## config.mk

```make
export PLATFORM = sky130hd
export DESIGN_NAME = sparse_coordinate_table_core
export DESIGN_NICKNAME = d
export VERILOG_FILES = /design/src/rtl/sct_pkg.sv /design/src/rtl/sparse_coordinate_table_core.sv
export VERILOG_INCLUDE_DIRS = /design/src /design/src/rtl
export SDC_FILE = /design/constraint.sdc
export NUM_CORES = 2
export LEC_CHECK = 0
export BUFFER_PORTS_ARGS = -buffer_cell sky130_fd_sc_hd__buf_2
export CAP_MARGIN = 15
export CORE_AREA = 2 2 375 562
export CTS_BUF_LIST = sky130_fd_sc_hd__clkbuf_4 sky130_fd_sc_hd__clkbuf_8
export CTS_CLUSTER_SIZE = 8
export DETAILED_ROUTE_END_ITERATION = 12
export DIE_AREA = 0 0 377 564
export GPL_TIMING_DRIVEN = 0
export PLACE_DENSITY = 0.78
export SLEW_MARGIN = 20
export SYNTH_ARGS = -nofsm -noshare
export SYNTH_HDL_FRONTEND = slang
export SYNTH_SLANG_ARGS = --single-unit
```

## constraint.sdc

```tcl
create_clock -name aclk -period 8.8 [get_ports aclk]
set_input_delay 2.64 -clock aclk [delete_from_list [all_inputs] [get_ports aclk]]
set_output_delay 2.64 -clock aclk [all_outputs]
set_load 0.05 [all_outputs]
```

## src/rtl/assert_macros.svh

```systemverilog
// Assertion macros shared by the RTL of the sparse coordinate table.
// No dependencies; each macro is empty when SYNTHESIS is defined.
`ifndef ASSERT_MACROS_SVH
`define ASSERT_MACROS_SVH

`ifndef SYNTHESIS

// a holds -> b holds in the same cycle
`define SCT_ASSERT_IMPLIES(label, clk, rstn, a, b) \
    label: assert property (@(posedge clk) disable iff (!(rstn)) (a) |-> (b)) \
        else $error("implication check failed");

// a holds -> b holds in the next cycle
`define SCT_ASSERT_NEXT(label, clk, rstn, a, b) \
    label: assert property (@(posedge clk) disable iff (!(rstn)) (a) |=> (b)) \
        else $error("next-cycle check failed");

// a never holds
`define SCT_ASSERT_NEVER(label, clk, rstn, a) \
    label: assert property (@(posedge clk) disable iff (!(rstn)) !(a)) \
        else $error("forbidden condition seen");

`else

`define SCT_ASSERT_IMPLIES(label, clk, rstn, a, b)
`define SCT_ASSERT_NEXT(label, clk, rstn, a, b)
`define SCT_ASSERT_NEVER(label, clk, rstn, a)

`endif

`endif

```

## src/rtl/sct_pkg.sv

```systemverilog
// Types, codes and sizes for the sparse coordinate table.
// No dependencies; used by sparse_coordinate_table_core.
package sct_pkg;

    localparam int DEPTH      = 64;
    localparam int COORD_BITS = 8;
    localparam int VAL_W      = 32;

    localparam int ADDR_W  = $clog2(DEPTH);
    localparam int CNT_W   = $clog2(DEPTH + 1);
    localparam int EXT_W   = COORD_BITS + 1;
    localparam int ENTRY_W = 2 * COORD_BITS + VAL_W;

    localparam logic [CNT_W-1:0] DEPTH_C = CNT_W'(DEPTH);

    // stream packing (field widths fixed by the interface)
    localparam int S_DATA_W = 56;
    localparam int M_DATA_W = 64;
    localparam int CMD_LSB  = 0;
    localparam int ROW_LSB  = 2;
    localparam int COL_LSB  = 10;
    localparam int VAL_LSB  = 18;

    localparam int RES_EXT_W = 9;
    localparam int RES_CNT_W = 7;

    typedef enum logic [1:0] {
        CMD_CLEAR  = 2'd0,
        CMD_APPEND = 2'd1,
        CMD_ACCUM  = 2'd2,
        CMD_QUERY  = 2'd3
    } sct_cmd_t;

    typedef enum logic [1:0] {
        STAT_OK   = 2'd0,
        STAT_FULL = 2'd1,
        STAT_SAT  = 2'd2
    } sct_status_t;

    typedef enum logic [1:0] {
        ST_IDLE,
        ST_SCAN,
        ST_ACC_WR,
        ST_DONE
    } sct_state_t;

    typedef struct packed {
        sct_cmd_t               cmd;
        logic [COORD_BITS-1:0]  row;
        logic [COORD_BITS-1:0]  col;
        logic signed [VAL_W-1:0] value;
    } sct_req_t;

    typedef struct packed {
        logic [COORD_BITS-1:0]  row;
        logic [COORD_BITS-1:0]  col;
        logic signed [VAL_W-1:0] value;
    } sct_entry_t;

endpackage

```

## src/rtl/sparse_coordinate_table_core.sv

```systemverilog
// Sparse coordinate table: (row, col, value) list in one synchronous RAM.
// Depends on sct_pkg and assert_macros.svh.
//
// Usage:
//   Input stream s_axis_*: one transfer carries cmd, row, col and value.
//   Output stream m_axis_*: exactly one result transfer per input transfer,
//   in order, carrying the queried value, found flag, extents, entry count
//   and status.
//   Clear, append and a query outside the extents go from the input transfer
//   straight to the done state, where the result is loaded into the output
//   register once it is free. Accumulate and query walk the stored entries
//   one per cycle through the registered RAM read port. The block works on
//   one item at a time; s_axis_tready is high while it waits for a command.
//   The output register decouples the sides: a new command is accepted while
//   a result waits. If the receiver stalls and the next result is ready, the
//   block holds it and stops accepting until the output register frees up.
//   Reset (aresetn low, synchronous) empties the table and clears both
//   extents; the RAM itself is not cleared, only entries below the entry count
//   are matched.
`include "assert_macros.svh"

module sparse_coordinate_table_core (
    input  logic                          aclk,
    input  logic                          aresetn,
    input  logic                          s_axis_tvalid,
    output logic                          s_axis_tready,
    // cmd[1:0], row[9:2], col[17:10], value[49:18], zero fill[55:50]
    input  logic [sct_pkg::S_DATA_W-1:0]  s_axis_tdata,
    output logic                          m_axis_tvalid,
    input  logic                          m_axis_tready,
    // result_value[31:0], found[32], row_extent[41:33], col_extent[50:42],
    // stored_count[57:51], status[59:58], zero fill[63:60]
    output logic [sct_pkg::M_DATA_W-1:0]  m_axis_tdata
);

    localparam int ADDR_W = sct_pkg::ADDR_W;
    localparam int CNT_W  = sct_pkg::CNT_W;
    localparam int EXT_W  = sct_pkg::EXT_W;
    localparam int VAL_W  = sct_pkg::VAL_W;
    localparam int CB     = sct_pkg::COORD_BITS;

    // entry RAM
    sct_pkg::sct_entry_t mem [sct_pkg::DEPTH];
    sct_pkg::sct_entry_t mem_q;
    logic [ADDR_W-1:0]   rd_addr;
    logic                mem_we;
    logic [ADDR_W-1:0]   wr_addr;
    sct_pkg::sct_entry_t wr_data;

    sct_pkg::sct_state_t  state_reg, state_next;
    sct_pkg::sct_req_t    req_reg, req_next, req_in;
    logic [CNT_W-1:0]     count_reg, count_next;
    logic [EXT_W-1:0]     row_bnd_reg, row_bnd_next;
    logic [EXT_W-1:0]     col_bnd_reg, col_bnd_next;
    logic [CNT_W-1:0]     scan_idx_reg, scan_idx_next;
    logic                 pend_reg, pend_next;
    logic [ADDR_W-1:0]    hit_addr_reg, hit_addr_next;
    logic signed [VAL_W-1:0] hit_val_reg, hit_val_next;
    logic signed [VAL_W-1:0] res_val_reg, res_val_next;
    logic                 found_reg, found_next;
    sct_pkg::sct_status_t status_reg, status_next;
    logic                 m_vld_reg, m_vld_next;
    logic [sct_pkg::M_DATA_W-1:0] m_data_reg, m_data_next;

    logic s_xfer;
    logic in_ext;
    logic hit;
    logic scan_done;
    logic out_free;

    logic              do_push;
    logic [CB-1:0]     push_row, push_col;
    logic signed [VAL_W-1:0] push_val;

    logic signed [VAL_W:0]   sum_wide;
    logic                    sum_ovf;
    logic signed [VAL_W-1:0] sum_sat;

    assign req_in.cmd   = sct_pkg::sct_cmd_t'(s_axis_tdata[sct_pkg::CMD_LSB +: 2]);
    assign req_in.row   = s_axis_tdata[sct_pkg::ROW_LSB +: CB];
    assign req_in.col   = s_axis_tdata[sct_pkg::COL_LSB +: CB];
    assign req_in.value = s_axis_tdata[sct_pkg::VAL_LSB +: VAL_W];

    assign s_xfer   = s_axis_tvalid && s_axis_tready;
    assign out_free = !m_vld_reg || m_axis_tready;

    assign in_ext = ({1'b0, req_in.row} < row_bnd_reg) && ({1'b0, req_in.col} < col_bnd_reg);

    // pend_reg: mem_q holds entry scan_idx_reg-1
    assign hit       = pend_reg && (mem_q.row == req_reg.row) && (mem_q.col == req_reg.col);
    assign scan_done = (scan_idx_reg >= count_reg);

    assign sum_wide = {hit_val_reg[VAL_W-1], hit_val_reg}
                    + {req_reg.value[VAL_W-1], req_reg.value};
    assign sum_ovf  = (sum_wide[VAL_W] != sum_wide[VAL_W-1]);
    assign sum_sat  = !sum_ovf ? sum_wide[VAL_W-1:0]
                    : (sum_wide[VAL_W] ? {1'b1, {(VAL_W-1){1'b0}}}
                                       : {1'b0, {(VAL_W-1){1'b1}}});

    // next state
    always_comb begin
        state_next = state_reg;
        unique case (state_reg)
            sct_pkg::ST_IDLE: begin
                if (s_xfer) begin
                    unique case (req_in.cmd)
                        sct_pkg::CMD_CLEAR,
                        sct_pkg::CMD_APPEND: state_next = sct_pkg::ST_DONE;
                        sct_pkg::CMD_ACCUM:  state_next = sct_pkg::ST_SCAN;
                        sct_pkg::CMD_QUERY:  state_next = in_ext ? sct_pkg::ST_SCAN
                                                                 : sct_pkg::ST_DONE;
                        default:             state_next = sct_pkg::ST_DONE;
                    endcase
                end
            end
            sct_pkg::ST_SCAN: begin
                if (req_reg.cmd == sct_pkg::CMD_ACCUM && hit) begin
                    state_next = sct_pkg::ST_ACC_WR;
                end else if (scan_done) begin
                    state_next = sct_pkg::ST_DONE;
                end
            end
            sct_pkg::ST_ACC_WR: state_next = sct_pkg::ST_DONE;
            sct_pkg::ST_DONE: begin
                if (out_free) begin
                    state_next = sct_pkg::ST_IDLE;
                end
            end
            default: state_next = sct_pkg::ST_IDLE;
        endcase
    end

    // outputs
    always_comb begin
        s_axis_tready = (state_reg == sct_pkg::ST_IDLE);
        rd_addr       = scan_idx_reg[ADDR_W-1:0];
        m_axis_tvalid = m_vld_reg;
        m_axis_tdata  = m_data_reg;
    end

    // datapath
    always_comb begin
        req_next      = req_reg;
        count_next    = count_reg;
        row_bnd_next  = row_bnd_reg;
        col_bnd_next  = col_bnd_reg;
        scan_idx_next = scan_idx_reg;
        pend_next     = 1'b0;
        hit_addr_next = hit_addr_reg;
        hit_val_next  = hit_val_reg;
        res_val_next  = res_val_reg;
        found_next    = found_reg;
        status_next   = status_reg;
        m_vld_next    = m_vld_reg;
        m_data_next   = m_data_reg;
        mem_we        = 1'b0;
        wr_addr       = count_reg[ADDR_W-1:0];
        wr_data       = '{row: req_reg.row, col: req_reg.col, value: sum_sat};
        do_push       = 1'b0;
        push_row      = req_reg.row;
        push_col      = req_reg.col;
        push_val      = req_reg.value;

        case (state_reg)
            sct_pkg::ST_IDLE: begin
                if (s_xfer) begin
                    req_next      = req_in;
                    res_val_next  = '0;
                    found_next    = 1'b0;
                    status_next   = sct_pkg::STAT_OK;
                    scan_idx_next = '0;
                    case (req_in.cmd)
                        sct_pkg::CMD_CLEAR: begin
                            count_next   = '0;
                            row_bnd_next = '0;
                            col_bnd_next = '0;
                        end
                        sct_pkg::CMD_APPEND: begin
                            do_push  = 1'b1;
                            push_row = req_in.row;
                            push_col = req_in.col;
                            push_val = req_in.value;
                        end
                        default: ;
                    endcase
                end
            end
            sct_pkg::ST_SCAN: begin
                if (req_reg.cmd == sct_pkg::CMD_ACCUM && hit) begin
                    // earliest match wins; stop here
                    hit_addr_next = ADDR_W'(scan_idx_reg - CNT_W'(1));
                    hit_val_next  = mem_q.value;
                end else begin
                    if (hit) begin
                        // query keeps the latest match
                        res_val_next = mem_q.value;
                        found_next   = 1'b1;
                    end
                    if (!scan_done) begin
                        pend_next     = 1'b1;
                        scan_idx_next = scan_idx_reg + CNT_W'(1);
                    end else if (req_reg.cmd == sct_pkg::CMD_ACCUM) begin
                        do_push = 1'b1;
                    end
                end
            end
            sct_pkg::ST_ACC_WR: begin
                mem_we  = 1'b1;
                wr_addr = hit_addr_reg;
                if (sum_ovf) begin
                    status_next = sct_pkg::STAT_SAT;
                end
            end
            default: ;
        endcase

        if (do_push) begin
            if (count_reg < sct_pkg::DEPTH_C) begin
                mem_we     = 1'b1;
                wr_addr    = count_reg[ADDR_W-1:0];
                wr_data    = '{row: push_row, col: push_col, value: push_val};
                count_next = count_reg + CNT_W'(1);
                if ({1'b0, push_row} + EXT_W'(1) > row_bnd_reg) begin
                    row_bnd_next = {1'b0, push_row} + EXT_W'(1);
                end
                if ({1'b0, push_col} + EXT_W'(1) > col_bnd_reg) begin
                    col_bnd_next = {1'b0, push_col} + EXT_W'(1);
                end
            end else begin
                status_next = sct_pkg::STAT_FULL;
            end
        end

        // output register
        if (m_vld_reg && m_axis_tready) begin
            m_vld_next = 1'b0;
        end
        if (state_reg == sct_pkg::ST_DONE && out_free) begin
            m_vld_next  = 1'b1;
            m_data_next = {4'b0000,
                           status_reg,
                           sct_pkg::RES_CNT_W'(count_reg),
                           sct_pkg::RES_EXT_W'(col_bnd_reg),
                           sct_pkg::RES_EXT_W'(row_bnd_reg),
                           found_reg,
                           res_val_reg};
        end
    end

    always_ff @(posedge aclk) begin
        if (mem_we) begin
            mem[wr_addr] <= wr_data;
        end
        mem_q <= mem[rd_addr];
    end

    always_ff @(posedge aclk) begin
        if (!aresetn) begin
            state_reg   <= sct_pkg::ST_IDLE;
            count_reg   <= '0;
            row_bnd_reg <= '0;
            col_bnd_reg <= '0;
            pend_reg    <= 1'b0;
            m_vld_reg   <= 1'b0;
        end else begin
            state_reg   <= state_next;
            count_reg   <= count_next;
            row_bnd_reg <= row_bnd_next;
            col_bnd_reg <= col_bnd_next;
            pend_reg    <= pend_next;
            m_vld_reg   <= m_vld_next;
        end
    end

    always_ff @(posedge aclk) begin
        req_reg      <= req_next;
        scan_idx_reg <= scan_idx_next;
        hit_addr_reg <= hit_addr_next;
        hit_val_reg  <= hit_val_next;
        res_val_reg  <= res_val_next;
        found_reg    <= found_next;
        status_reg   <= status_next;
        m_data_reg   <= m_data_next;
    end

    `SCT_ASSERT_NEVER(a_count_max, aclk, aresetn, count_reg > sct_pkg::DEPTH_C)
    `SCT_ASSERT_IMPLIES(a_empty_ext, aclk, aresetn, count_reg == '0,
                        (row_bnd_reg == '0) && (col_bnd_reg == '0))
    `SCT_ASSERT_IMPLIES(a_scan_bound, aclk, aresetn, state_reg == sct_pkg::ST_SCAN,
                        scan_idx_reg <= count_reg)
    `SCT_ASSERT_NEXT(a_acc_wr_done, aclk, aresetn, state_reg == sct_pkg::ST_ACC_WR,
                     state_reg == sct_pkg::ST_DONE)

endmodule
```

==> results.md <==
- Remaining Overflow, GRT: 0
- CP Capture Type: flop
- H-tree depth: 5
- Input/output buffers: 114
- Placed cell area: 0.142 sq mm
- Critical Path Source Type: flop
- Hold depth: 0
- Drc violations: 0
- Pwr Total: 52.1 mW
- CTS buffer count: 477
- Vias per Instance: 7.31
- Gate power share: 37.2%
- Die width: 377 um
- Worst-Margin Slew: 1.47 ns
- Worst path required time: 9.45 ns
- Fill cell count: 10900
- Status: finished clean
- Clock buffer depth: 4
- Crit path from: scan_idx_reg[0]
- Pwr Density: 346 mW/mm^2
- Initial antenna violation count: 47
- Switching share of power: 36.0%
- Post-DRT Antenna Nets: 0
- Worst rel slew slack: 1.68%
- Cells after Synth: 5867
- Setup bufs post-CTS: 0
- Clock root buffer master: clkbuf_8
- Top cells by area, synth: edfxtp_1 (75%), mux4_2 (16%), dfxtp_1 (1.2%)
- Router iterations before antenna repair: 8
- Sequential area share after synthesis: 76.4%
- Synth area leader: edfxtp_1
- Area Growth Syn to Fin: 15.6%
- Critical path buffers and inverters: 11
- CTS tree: done
- Async S/R FF share, synth: 0%
- Floorplan core area: 0.208 sq mm
- P_leak: 47.8 nW
- Unique cell type count in the Yosys netlist: 73
- R2R Setup Slk: 1.40 ns
- DPL Wire Length: 274000 um
- Post-synth top flop: edfxtp_1
- Max Cap Viol: 0
- Mapped Area: 0.130 sq mm
- Crit. path cell count: 20
- Drt wl/cell: 42.9 um
- Post-synth EDFFs: 3260
- Unrepaired setup endpoints after global routing: false
- Seq pwr share: 40.4%
- Worst Reg-to-Reg Cells: 20
- Clk network pwr share: 22.3%
- Layout cells sized above 1: 33.2%
- FF/Latch Area: 0.0995 sq mm
- Ports: 126
- RD Place Congestion: 1.03
- Worst path max stage delay: 0.97 ns
- Die span in y: 564 um
- Hold-fix buffers at CTS: 0
- Final worst-path cycle share: 84.1%
- Switch Pwr: 18.8 mW
- Worst clock skew: 0.148 ns
- Internal: 33.3 mW
- CP endpoint: mem[62][31]
- Worst vdd ir: 0.343 mV
- WP data arrival: 8.05 ns
- Final hold vios: 0
- Minimum clock period: 7.40 ns
- Synthesis-stage register bit count: 3339
- Layout Utilization: 72.5%
- Clock Sinks: 3339
- Final-stage net count: 6880
- Slowest CP cell: o22ai_4
- Largest net degree at the start of global routing: 65
- Vias in the first global route: 70500
- Critical path cell sequence: buf_2 > buf_6 > buf_6 > buf_2 > buf_4 > buf_4 > inv_1 > ha_1 > nand2b_1 > a211oi_1 > o21ai_0 > a31oi_1 > o31a_1 > or2_1 > clkbuf_2 > buf_4 > nand4_1 > o22ai_4 > buf_16 > buf_16
- Row cnt: 205
- Routed WL: 416000 um
- Reg-to-Reg End: mem[62][31]
- CP most frequent cell: buf_4
- Clk slew on worst S/H paths: 0.07 ns
- GRT Util Overall: 37.5%
- Post-Syn Area per Cell: 22.2 sq um
- Slew Limit Fails: 0
- RR Startpoint: scan_idx_reg[0]
- Global-route wire length before repair: 540000 um
- Routed vias: 70900
- Clock Latency Late Sink: 1.09 ns
- Syn. warnings: 0
- Critical Setup Path Class: reg2reg
- Hold slack: 0.383 ns
- First-iteration detailed-routing DRC count: 12300
- Hold crit path type: reg2reg
- Die ar.: 0.213 sq mm
- Max reg flops: 3072
- Initial core utilization: 62.7%
- Design Area, Final: 0.151 sq mm
- Crit path max fanout: 14
- Top-area cell type share of the netlist area: 75.2%
- Gates resized, CTS repair: 0
- Critical path's top delay family: buffers and inverters
- Final setup viols: 0
- Max Fclk: 135 MHz
- Area occupied by multi-input gates: 0.0304 sq mm
how the worst min path moves through the flow:
stage / to / start / slack [ns]
finish: m_axis_tdata[3] / res_val_reg[3] / 0.38
global route: m_axis_tdata[31] / res_val_reg[31] / 0.40
CTS: m_axis_tdata[3] / res_val_reg[3] / 0.38
detailed placement: m_axis_tdata[24] / res_val_reg[24] / 0.40
global placement: m_axis_tdata[6] / res_val_reg[6] / 0.40
floorplan: m_axis_tdata[0] / res_val_reg[0] / 0.40
cells in the final DEF (no fill, tap or decap), drive strengths merged, types with 51 or more instances in the layout:
cell type  count
inv           54
nor2         143
nand2        132
edfxtp      3260
a21oi        106
dfxtp         79
mux2i        156
o21ai         96
buf          544
ha            83
mux4         906
diode         51
nand3         51
clkbuf       809
cell families after synthesis:
logic type      Yosys count  share of synthesized area [%]
compound gates          414                           2.04
xor+xnor                 57                          0.383
fa+ha+maj                84                          0.813
buf+inv                 354                           1.25
flops                  3339                           76.4
mux                    1101                           17.2
other cells               1                        0.00288
simple gates            517                           1.92
through the flow:
step / std cells / TNS, ns / worst slack, ns
2_1_floorplan: 5870 / 0 / 1.40
3_3_place_gp: 8675 / -7965.25 / -4.42
3_5_place_dp: 8948 / 0 / 1.78
4_1_cts: 9642 / 0 / 1.67
5_1_grt: 9675 / 0 / 1.29
6_report: 9693 / 0 / 1.40
layer usage:
metal	up-vias	part of all wire, %	global-route usage, %
li1	26500	-	-
met1	35800	28	42.7
met2	6713	49	61.4
met3	1829	13	9.17
met4	36	10	29.2
met5	-	0.056	0
synthesized netlist by cell type, types with 5 or more instances:
library cell,n
nand2_1,132
nor3_1,41
a21o_1,20
o21ai_0,93
mux2_2,39
clkbuf_1,149
and2_1,43
xnor2_1,36
buf_2,88
mux4_2,906
mux2i_1,156
buf_6,8
a21oi_1,106
nand3b_1,16
or4_1,5
inv_1,43
xor2_1,21
nor2_1,143
nor4_1,5
o21a_1,10
a32oi_1,17
a31oi_1,37
buf_1,30
nand4_1,12
or2_2,8
nor2b_1,9
o211ai_1,9
dfxtp_1,79
nand2b_1,14
or3_1,8
edfxtp_1,3260
nand3_1,51
o22ai_1,38
o221ai_1,27
and3_1,15
a211oi_1,9
buf_4,35
ha_1,83
power by group through the flow:
stage	Combinational (mW)	Sequential (mW)	Clock, mW
3_3_place_gp	15.8	22.1	0
5_1_grt	19.5	21.1	12.1
4_1_cts	18.4	21.0	11.5
6_report	19.4	21.1	11.6
2_1_floorplan	9.26	21.5	0
3_5_place_dp	18.3	21.3	0
worst register-to-register path: stages, from the launching register on:
cell      delay, ns
edfxtp_1       0.64
buf_2          0.27
buf_6          0.26
buf_6          0.28
buf_2          0.36
buf_4          0.32
buf_4          0.30
inv_1          0.13
ha_1           0.28
nand2b_1       0.14
a211oi_1       0.23
o21ai_0        0.12
a31oi_1        0.43
o31a_1         0.52
or2_1          0.17
clkbuf_2       0.15
buf_4          0.22
nand4_1        0.71
o22ai_4        0.97
buf_16         0.26
buf_16         0.20
layout make-up:
type | instances | share of cell area [%]
clock buffers | 655 | 5.29
well taps | 2691 | 2.24
clock inverters | 39 | 0.257
diodes | 51 | 0.0848
repair buffers | 387 | 4.77
multi-input cells | 2177 | 20.2
plain buffers | 311 | 0.998
flip-flops and latches | 3339 | 66.1
inverters | 43 | 0.109
Note: power is estimated with default switching activity, not from simulation.
